<file path="src/design/tsm_pkg.sv">
// Package for the TLB slot manager: table geometry, field widths, action codes
// and the command and status structs between the controller and the datapath.
// No dependencies.
`default_nettype none

package tsm_pkg;

  localparam int unsigned Slots       = 64;
  localparam int unsigned WiredSlots  = 8;
  localparam int unsigned SlotW       = $clog2(Slots);
  localparam int unsigned CntW        = $clog2(Slots + 1);
  localparam int unsigned ActW        = 2;
  localparam int unsigned PageW       = 20;
  localparam int unsigned FrameW      = 20;
  localparam int unsigned EntryW      = PageW + FrameW;

  typedef enum logic [ActW-1:0] {
    ACT_INSERT    = 2'd0,
    ACT_INV_ALL   = 2'd1,
    ACT_INV_FRAME = 2'd2,
    ACT_RSVD      = 2'd3
  } action_e;

  typedef enum logic [1:0] {
    S_IDLE,
    S_SCAN,
    S_RESULT
  } state_e;

  typedef struct packed {
    logic load;
    logic scan;
    logic emit;
  } tsm_cmd_t;

  typedef struct packed {
    logic done;
  } tsm_sts_t;

endpackage

`default_nettype wire

</file>
<file path="src/design/tsm_if.sv">
// Request and response channel interfaces of the TLB slot manager.
// Depends on tsm_pkg for the field widths.
`default_nettype none

interface tsm_req_if;
  import tsm_pkg::*;

  logic              valid;
  logic              ready;
  logic [ActW-1:0]   action;
  logic [PageW-1:0]  virt_page;
  logic [FrameW-1:0] phys_frame;

  modport source (output valid, output action, output virt_page, output phys_frame,
                  input ready);
  modport sink   (input valid, input action, input virt_page, input phys_frame,
                  output ready);
endinterface

interface tsm_rsp_if;
  import tsm_pkg::*;

  logic             valid;
  logic             ready;
  logic [SlotW-1:0] slot_written;
  logic             replaced_valid;
  logic [CntW-1:0]  cleared_count;

  modport source (output valid, output slot_written, output replaced_valid,
                  output cleared_count, input ready);
  modport sink   (input valid, input slot_written, input replaced_valid,
                  input cleared_count, output ready);
endinterface

`default_nettype wire

</file>
<file path="src/design/tsm_ctrl.sv">
// Controller of the TLB slot manager: sequences load, slot scan and result
// transfer, and owns the response valid flag. Depends on tsm_pkg.
`default_nettype none

module tsm_ctrl (
  input  wire logic              clk_i,
  input  wire logic              rst_ni,
  input  wire logic              in_valid_i,
  output      logic              in_ready_o,
  output      logic              out_valid_o,
  input  wire logic              out_ready_i,
  output      tsm_pkg::tsm_cmd_t cmd_o,
  input  wire tsm_pkg::tsm_sts_t sts_i
);
  import tsm_pkg::*;

  state_e state_q, state_d;
  logic   out_valid_q, out_valid_d;

  always_ff @(posedge clk_i or negedge rst_ni) begin
    if (!rst_ni) begin
      state_q     <= S_IDLE;
      out_valid_q <= 1'b0;
    end else begin
      state_q     <= state_d;
      out_valid_q <= out_valid_d;
    end
  end

  always_comb begin
    cmd_o   = '0;
    state_d = state_q;
    case (state_q)
      S_IDLE: begin
        if (in_valid_i) begin
          cmd_o.load = 1'b1;
          state_d    = S_SCAN;
        end
      end
      S_SCAN: begin
        cmd_o.scan = 1'b1;
        if (sts_i.done) begin
          state_d = S_RESULT;
        end
      end
      S_RESULT: begin
        // The output register frees up in the same cycle its transfer completes.
        if (!out_valid_q || out_ready_i) begin
          cmd_o.emit = 1'b1;
          state_d    = S_IDLE;
        end
      end
      default: begin
        state_d = S_IDLE;
      end
    endcase
  end

  always_comb begin
    if (cmd_o.emit) begin
      out_valid_d = 1'b1;
    end else if (out_ready_i) begin
      out_valid_d = 1'b0;
    end else begin
      out_valid_d = out_valid_q;
    end
  end

  assign in_ready_o  = (state_q == S_IDLE);
  assign out_valid_o = out_valid_q;

  a_load_starts_scan: assert property (@(posedge clk_i) disable iff (!rst_ni)
    (in_valid_i && in_ready_o) |=> (state_q == S_SCAN))
    else $error("accepted request did not start a scan");

  a_emit_sets_valid: assert property (@(posedge clk_i) disable iff (!rst_ni)
    cmd_o.emit |=> out_valid_q)
    else $error("result emitted without raising response valid");

  a_valid_from_result: assert property (@(posedge clk_i) disable iff (!rst_ni)
    $rose(out_valid_q) |-> ($past(state_q) == S_RESULT))
    else $error("response valid rose outside the result state");

endmodule

`default_nettype wire

</file>
<file path="src/design/tsm_datapath.sv">
// Datapath of the TLB slot manager: entry memory, valid bits, slot scan
// pipeline, random-slot counter and result registers. Depends on tsm_pkg.
`default_nettype none

module tsm_datapath (
  input  wire logic                      clk_i,
  input  wire logic                      rst_ni,
  input  wire tsm_pkg::tsm_cmd_t         cmd_i,
  output      tsm_pkg::tsm_sts_t         sts_o,
  input  wire logic [tsm_pkg::ActW-1:0]  action_i,
  input  wire logic [tsm_pkg::PageW-1:0] virt_page_i,
  input  wire logic [tsm_pkg::FrameW-1:0] phys_frame_i,
  output      logic [tsm_pkg::SlotW-1:0] slot_written_o,
  output      logic                      replaced_valid_o,
  output      logic [tsm_pkg::CntW-1:0]  cleared_count_o
);
  import tsm_pkg::*;

  localparam logic [SlotW-1:0] TopSlot   = SlotW'(Slots - 1);
  localparam logic [SlotW-1:0] WiredSlot = SlotW'(WiredSlots);

  logic [EntryW-1:0] entry_mem [Slots];

  action_e           act_q;
  logic [PageW-1:0]  page_q;
  logic [FrameW-1:0] frame_q;

  logic [SlotW-1:0]  rd_idx_q, rd_idx_d;
  logic              cmp_vld_q, cmp_vld_d;
  logic [SlotW-1:0]  cmp_idx_q;
  logic [FrameW-1:0] rd_frame_q;

  logic [Slots-1:0]  valid_q, valid_d;
  logic [SlotW-1:0]  rand_q, rand_d;
  logic [CntW-1:0]   cnt_q, cnt_d;
  logic [SlotW-1:0]  res_slot_q, res_slot_d;
  logic              res_repl_q, res_repl_d;

  logic [SlotW-1:0]  out_slot_q;
  logic              out_repl_q;
  logic [CntW-1:0]   out_cnt_q;

  logic              cmp_valid;
  logic              free_hit;
  logic              clr_hit;
  logic              last_slot;
  logic              done;
  logic              wr_en;
  logic [SlotW-1:0]  rand_slot;
  logic [SlotW-1:0]  ins_slot;

  // Compare stage: the slot whose frame was read in the previous cycle.
  always_comb begin
    cmp_valid = valid_q[cmp_idx_q];
    free_hit  = cmp_vld_q && (act_q == ACT_INSERT) && !cmp_valid;
    clr_hit   = cmp_vld_q && cmp_valid &&
                ((act_q == ACT_INV_ALL) ||
                 ((act_q == ACT_INV_FRAME) && (rd_frame_q == frame_q)));
    last_slot = cmp_vld_q && (cmp_idx_q == TopSlot);
    done      = (act_q == ACT_RSVD) || free_hit || last_slot;
    rand_slot = (rand_q > TopSlot) ? TopSlot : rand_q;
    ins_slot  = free_hit ? cmp_idx_q : rand_slot;
    wr_en     = cmd_i.scan && done && (act_q == ACT_INSERT);
  end

  assign sts_o.done = done;

  always_comb begin
    valid_d    = valid_q;
    cnt_d      = cnt_q;
    res_slot_d = res_slot_q;
    res_repl_d = res_repl_q;
    rd_idx_d   = rd_idx_q;
    cmp_vld_d  = cmp_vld_q;
    rand_d     = rand_q;
    if (cmd_i.load) begin
      cnt_d      = '0;
      res_slot_d = '0;
      res_repl_d = 1'b0;
      rd_idx_d   = '0;
      cmp_vld_d  = 1'b0;
    end
    if (cmd_i.scan) begin
      rd_idx_d  = rd_idx_q + 1'b1;
      cmp_vld_d = 1'b1;
      if (clr_hit) begin
        valid_d[cmp_idx_q] = 1'b0;
        cnt_d              = cnt_q + 1'b1;
      end
      if (wr_en) begin
        valid_d[ins_slot] = 1'b1;
        res_slot_d        = ins_slot;
        res_repl_d        = !free_hit;
      end
    end
    // The counter steps once per item, after an insert has used it.
    if (cmd_i.emit) begin
      if ((rand_q <= WiredSlot) || (rand_q > TopSlot)) begin
        rand_d = TopSlot;
      end else begin
        rand_d = rand_q - 1'b1;
      end
    end
  end

  always_ff @(posedge clk_i or negedge rst_ni) begin
    if (!rst_ni) begin
      valid_q    <= '0;
      rand_q     <= TopSlot;
      rd_idx_q   <= '0;
      cmp_vld_q  <= 1'b0;
      cnt_q      <= '0;
      res_slot_q <= '0;
      res_repl_q <= 1'b0;
    end else begin
      valid_q    <= valid_d;
      rand_q     <= rand_d;
      rd_idx_q   <= rd_idx_d;
      cmp_vld_q  <= cmp_vld_d;
      cnt_q      <= cnt_d;
      res_slot_q <= res_slot_d;
      res_repl_q <= res_repl_d;
    end
  end

  always_ff @(posedge clk_i) begin
    if (cmd_i.load) begin
      act_q   <= action_e'(action_i);
      page_q  <= virt_page_i;
      frame_q <= phys_frame_i;
    end
    cmp_idx_q <= rd_idx_q;
    if (cmd_i.emit) begin
      out_slot_q <= res_slot_q;
      out_repl_q <= res_repl_q;
      out_cnt_q  <= cnt_q;
    end
  end

  always_ff @(posedge clk_i) begin
    if (wr_en) begin
      entry_mem[ins_slot] <= {page_q, frame_q};
    end
    rd_frame_q <= entry_mem[rd_idx_q][FrameW-1:0];
  end

  assign slot_written_o   = out_slot_q;
  assign replaced_valid_o = out_repl_q;
  assign cleared_count_o  = out_cnt_q;

  a_insert_sets_valid: assert property (@(posedge clk_i) disable iff (!rst_ni)
    wr_en |=> valid_q[res_slot_q])
    else $error("inserted slot is not valid after the write");

  a_count_in_range: assert property (@(posedge clk_i) disable iff (!rst_ni)
    cnt_q <= CntW'(Slots))
    else $error("cleared count exceeds the table size");

  a_scan_in_step: assert property (@(posedge clk_i) disable iff (!rst_ni)
    (cmd_i.scan && cmp_vld_q) |-> (cmp_idx_q == SlotW'(rd_idx_q - 1'b1)))
    else $error("compare stage is out of step with the read address");

endmodule

`default_nettype wire

</file>
<file path="src/design/tlb_slot_manager.sv">
// Top level of the TLB slot manager: joins the controller and the datapath
// to the request and response channels. Depends on tsm_pkg, tsm_if.
//
//   channel  direction  payload
//   req_i    in         action, virt_page, phys_frame
//   rsp_o    out        slot_written, replaced_valid, cleared_count
//
// One item at a time. After the accepting cycle the slot scan reads one frame
// per cycle through a one-stage memory pipeline, and a result cycle follows.
// Invalidate actions scan every slot before the result is valid, and the next
// request can be taken as soon as the result is valid. Insert stops at the
// first free slot; code 3 ends the scan at once.
// Reset clears all valid bits at once and sets the random slot to the top.
// A stalled response holds the result; a new request is taken meanwhile.
`default_nettype none

module tlb_slot_manager (
  input wire logic clk_i,
  input wire logic rst_ni,
  tsm_req_if.sink   req_i,
  tsm_rsp_if.source rsp_o
);
  import tsm_pkg::*;

  tsm_cmd_t cmd;
  tsm_sts_t sts;

  tsm_ctrl u_ctrl (
    .clk_i       (clk_i),
    .rst_ni      (rst_ni),
    .in_valid_i  (req_i.valid),
    .in_ready_o  (req_i.ready),
    .out_valid_o (rsp_o.valid),
    .out_ready_i (rsp_o.ready),
    .cmd_o       (cmd),
    .sts_i       (sts)
  );

  tsm_datapath u_datapath (
    .clk_i            (clk_i),
    .rst_ni           (rst_ni),
    .cmd_i            (cmd),
    .sts_o            (sts),
    .action_i         (req_i.action),
    .virt_page_i      (req_i.virt_page),
    .phys_frame_i     (req_i.phys_frame),
    .slot_written_o   (rsp_o.slot_written),
    .replaced_valid_o (rsp_o.replaced_valid),
    .cleared_count_o  (rsp_o.cleared_count)
  );

endmodule

`default_nettype wire

</file>
<file path="src/flat_wrapper.sv">
// flat-port wrapper written by rule: the top's interface ports become plain ports
module tlb_slot_manager_flat import tsm_pkg::*;
  (clk_i, rst_ni, req_i_valid, req_i_action, req_i_virt_page, req_i_phys_frame, req_i_ready, rsp_o_valid, rsp_o_slot_written, rsp_o_replaced_valid, rsp_o_cleared_count, rsp_o_ready);
  tsm_req_if req_i_i ();
  tsm_rsp_if rsp_o_i ();
  input wire logic clk_i;
  input wire logic rst_ni;
  input wire logic [$bits(req_i_i.valid)-1:0] req_i_valid;
  input wire logic [$bits(req_i_i.action)-1:0] req_i_action;
  input wire logic [$bits(req_i_i.virt_page)-1:0] req_i_virt_page;
  input wire logic [$bits(req_i_i.phys_frame)-1:0] req_i_phys_frame;
  output wire logic [$bits(req_i_i.ready)-1:0] req_i_ready;
  output wire logic [$bits(rsp_o_i.valid)-1:0] rsp_o_valid;
  output wire logic [$bits(rsp_o_i.slot_written)-1:0] rsp_o_slot_written;
  output wire logic [$bits(rsp_o_i.replaced_valid)-1:0] rsp_o_replaced_valid;
  output wire logic [$bits(rsp_o_i.cleared_count)-1:0] rsp_o_cleared_count;
  input wire logic [$bits(rsp_o_i.ready)-1:0] rsp_o_ready;
  assign req_i_i.valid = req_i_valid;
  assign req_i_i.action = req_i_action;
  assign req_i_i.virt_page = req_i_virt_page;
  assign req_i_i.phys_frame = req_i_phys_frame;
  assign req_i_ready = req_i_i.ready;
  assign rsp_o_valid = rsp_o_i.valid;
  assign rsp_o_slot_written = rsp_o_i.slot_written;
  assign rsp_o_replaced_valid = rsp_o_i.replaced_valid;
  assign rsp_o_cleared_count = rsp_o_i.cleared_count;
  assign rsp_o_i.ready = rsp_o_ready;
  tlb_slot_manager u_core (.clk_i(clk_i), .rst_ni(rst_ni), .req_i(req_i_i), .rsp_o(rsp_o_i));
endmodule
</file>
<file path="config.mk">
export PLATFORM = sky130hd
export DESIGN_NAME = tlb_slot_manager_flat
export DESIGN_NICKNAME = d
export VERILOG_FILES = /design/src/design/tsm_pkg.sv /design/src/design/tsm_if.sv /design/src/design/tsm_ctrl.sv /design/src/design/tsm_datapath.sv /design/src/design/tlb_slot_manager.sv /design/src/flat_wrapper.sv
export SDC_FILE = /design/constraint.sdc
export NUM_CORES = 1
export LEC_CHECK = 0
export BUFFER_PORTS_ARGS = -buffer_cell sky130_fd_sc_hd__buf_2
export CAP_MARGIN = 0
export CORE_MARGIN = 5
export CORE_UTILIZATION = 30
export CTS_BUF_LIST = sky130_fd_sc_hd__clkbuf_8 sky130_fd_sc_hd__clkbuf_16
export CTS_CLUSTER_DIAMETER = 120
export DETAILED_ROUTE_END_ITERATION = 8
export GPL_TIMING_DRIVEN = 0
export HOLD_SLACK_MARGIN = 0.02
export MAX_ROUTING_LAYER = met4
export PLACE_DENSITY = 0.44
export SLEW_MARGIN = 10
export SYNTH_ARGS = -nofsm -noshare
export SYNTH_HDL_FRONTEND = slang
export SYNTH_SLANG_ARGS = --single-unit
</file>
<file path="constraint.sdc">
create_clock -name clk_i -period 6 [get_ports clk_i]
set_clock_uncertainty 0.05 [all_clocks]
set_input_delay 1.2 -clock clk_i [delete_from_list [all_inputs] [get_ports clk_i]]
set_output_delay 1.2 -clock clk_i [all_outputs]
set_load 0.005 [all_outputs]
</file>
==> flow_metrics.tcl <==
set metrics [dict create \
    combPwrFrac_pct 25.0 \
    rsz0062_at_grt "false" \
    synth-seq-area-share_pct 75.35 \
    grt_pass1_vias 29610 \
    dieWidth_um 443.1 \
    antenna_found_initial 1 \
    port_buffers 41 \
    setup_viol 0 \
    fp.dieH_um 443.1 \
    drv_cap 0 \
    core_area_um2 187200 \
    holdBufCountCts 0 \
    clk_pin_slew_ns 0.06 \
    crit_required_ns 6.41 \
    end_kind "flip-flop" \
    vias 28230 \
    ys_ff_latch 1436 \
    setup_slack_ns 0.7859 \
    timing_worst_setup_path_type "flip-flop to flip-flop" \
    finalCritPeriodShare_pct 86.90 \
    synth_fp_nets 2591 \
    hold_violations 0 \
    grt_max_degree 66 \
    cp_cell_sequence "buf_2 > buf_1 > nand4_1 > o21ai_1 > and2_1 > clkbuf_1 > nand4_1 > clkbuf_2 > o31ai_4 > buf_8" \
    drt_first_pass_iters 7 \
    n_fill_cell 17060 \
    synth_edf_count 1316 \
    yosysWarnings 0 \
    p_leak_nw 21.15 \
    layout-drive-gt1-share_pct 31.54 \
    dpl-instance-area_um2 62700 \
    cp_slowest_cell "o31ai_4" \
    design_area_um2 67810 \
    synth_cell_type_count 56 \
    grt-ovfl-total 0 \
    p_int_w 0.02000 \
    synth_cells 2542 \
    drt_iter0_drc 2612 \
    async_reset_ff_share_pct 6.546 \
    hp-class "input pin to async pin" \
    synth_ff_type "edfxtp_1" \
    critPathBufInv 5 \
    critical_path.top_delay_family "buffers and inverters" \
    drc 0 \
    max_stage_delay_ns 0.87 \
    hpwl_um 115300 \
    drv_slew 0 \
    status "completed" \
    syn_area_per_cell_um2 22.14 \
    p_per_area_nw_per_um2 420.3 \
    grt_pass1_wl_um 232100 \
    tightest_slew_ns 1.353 \
    swShare_pct 29.83 \
    clockPowerShare_pct 33.2 \
    p_sw_w 0.008503 \
    cts_buffers 161 \
    dieArea_um2 196300 \
    synth_area_um2 56270 \
    wirelength_um 164300 \
    ant_nets 0 \
    p_total_w 0.02850 \
    place.gp.congestion 0.8988 \
    fin_nets 2920 \
    cts_sinks 1436 \
    power_frac_seq_pct 41.8 \
    rows 159 \
    io_pins 62 \
    viasPerCell 5.128 \
    cts_setup_buffers 0 \
    htreeDepth 4 \
    post-route-min-period_ns 5.214 \
    grt_usage_pct 17.08 \
    cp.arrival_ns 5.62 \
    irDropWorstVdd_mv 0.3276 \
    hold_ws_ns 0.2438 \
    wire_per_inst_um 29.85 \
    cp-start-kind "flip-flop" \
    relSlewSlack_pct 9.804 \
    cts-resized-gates 0 \
    area_growth_pct 20.52 \
    clk_latency_ns 0.78 \
    dpl_worst_slack_ns 0.7869 \
    tritoncts "yes" \
    clockBufferDepth 3 \
    tns_ns 0 \
    start_util_pct 30.06 \
    cts_root_buf "clkbuf_16" \
    ff2ff_setup_slack_ns 0.79 \
    crit_top_cell "nand4_1" \
    max_freq_ghz 0.1918 \
    path_max_fanout 11 \
]
-- layout make-up --
| cell class | count | area [µm²] | area share [%] |
|---|---|---|---|
| Sequential cell | 1436 | 42400 | 62.52 |
| Multi-Input combinational cell | 928 | 13990 | 20.63 |
| Clock buffer | 169 | 4195 | 6.186 |
| Tap cell | 2495 | 3122 | 4.603 |
| Timing Repair Buffer | 166 | 2424 | 3.574 |
| Clock inverter | 129 | 908.4 | 1.340 |
| Buffer | 173 | 750.7 | 1.107 |
| Inverter | 5 | 18.77 | 0.02768 |
| Antenna cell | 3 | 7.507 | 0.01107 |
-- sequential cells by signal, summed over array words and instances, names as in the netlist, 2 cells and up --
signal / flops
u_core.u_datapath.rd_idx_q: 6
u_core.u_datapath.valid_q: 64
u_core.u_datapath.cleared_count_o: 7
u_core.u_datapath.slot_written_o: 6
u_core.u_datapath.frame_q: 20
u_core.u_datapath.rd_frame_q: 20
u_core.u_datapath.rand_q: 6
u_core.u_datapath.cmp_idx_q: 6
u_core.u_datapath.entry_mem: 1280
u_core.u_datapath.act_q: 2
u_core.u_datapath.cnt_q: 7
u_core.u_ctrl.state_q: 2
u_core.u_datapath.res_slot_q: 6
-- through the flow --
stage / utilization [%] / instances
after floorplan: - / 2542
after global placement: 31.83 / 5078
after detailed placement: 33.49 / 5203
after CTS: 36.22 / 5501
after global routing: 36.22 / 5501
final: 36.22 / 5504
-- synthesized netlist by cell type, types with 5 or more instances --
library cell	n	area, µm²
a211o_1	5	43.79
a21oi_1	7	35.03
and3_1	11	68.82
buf_1	37	138.9
buf_2	20	100.1
buf_6	5	56.30
clkbuf_1	108	405.4
dfrtp_1	88	2202
dfstp_2	6	157.7
dfxtp_1	26	520.5
edfxtp_1	1316	39520
mux2i_1	10	100.1
mux4_2	435	9797
nand2_1	45	168.9
nand2b_1	24	150.1
nand3_1	67	335.3
nand3b_1	9	67.56
nand4_1	15	93.84
nor2_1	22	82.58
nor2b_1	8	50.05
nor3_1	5	25.02
o211ai_1	5	37.54
o21ai_0	11	55.05
o311ai_0	8	70.07
o311ai_1	47	411.6
o31ai_1	122	915.9
xnor2_1	21	183.9
-- final timing paths --
kind                                                startpoint  depth (start not counted)                                 end
max in group asynchronous                               rst_ni                          2       u_core.u_datapath.rd_idx_q[3]
worst max register to register  u_core.u_datapath.cmp_idx_q[1]                         10  u_core.u_datapath.entry_mem[20][3]
worst min register to register   u_core.u_datapath.rd_idx_q[4]                          0      u_core.u_datapath.cmp_idx_q[4]
worst max-delay path            u_core.u_datapath.cmp_idx_q[1]                         10  u_core.u_datapath.entry_mem[20][3]
min in group clk_i               u_core.u_datapath.rd_idx_q[4]                          0      u_core.u_datapath.cmp_idx_q[4]
worst min-delay path                                    rst_ni                          1            u_core.u_ctrl.state_q[1]
-- cells in the final DEF (no fill, tap or decap), types with 8 or more instances in the layout --
| master | count |
|---|---|
| mux4_2 | 435 |
| nor2b_1 | 8 |
| nand2b_1 | 24 |
| clkinv_1 | 35 |
| nand2_1 | 45 |
| inv_1 | 53 |
| o311ai_0 | 8 |
| clkinv_2 | 19 |
| bufinv_16 | 10 |
| clkbuf_1 | 97 |
| o31ai_4 | 54 |
| clkbuf_16 | 166 |
| nand3_1 | 67 |
| nor2_1 | 22 |
| buf_8 | 95 |
| o21ai_0 | 11 |
| xnor2_1 | 21 |
| o31ai_1 | 68 |
| edfxtp_1 | 1316 |
| nand4_1 | 15 |
| o311ai_1 | 47 |
| buf_16 | 28 |
| dfrtp_1 | 88 |
| dfxtp_1 | 26 |
| nand3b_1 | 9 |
| mux2i_4 | 8 |
| buf_2 | 69 |
| and3_1 | 11 |
| clkbuf_2 | 13 |
| buf_1 | 26 |
-- logic make-up after synthesis --
| kind of cell | synth area share (%) |
|---|---|
| flip-flops | 75.35 |
| multiplexers | 17.63 |
| AND/OR/NAND/NOR | 2.175 |
| AO/OA/AOI/OAI | 3.102 |
| buffers and inverters | 1.319 |
| XOR/XNOR | 0.3580 |
| adder cells (fa/ha/maj) | 0.06672 |
-- power groups by stage --
stage	Sequential [W]	Clock (W)	Combinational, W
2_1_floorplan	0.0122	0	0.00402
3_3_place_gp	0.0125	0	0.00653
3_5_place_dp	0.0121	0	0.00732
4_1_cts	0.0119	0.00971	0.00734
5_1_grt	0.0120	0.0101	0.00754
6_report	0.0119	0.00945	0.00712
-- per-layer routing --
layer	global-route usage (%)	routed length [µm]	vias to the layer above
met5	-	0	-
met3	2.710	8411	245
met2	27.74	81590	869
met1	22.57	70310	15450
met4	4.440	3984	0
li1	-	-	11670
No activity file was read; power rests on OpenSTA's default activity.
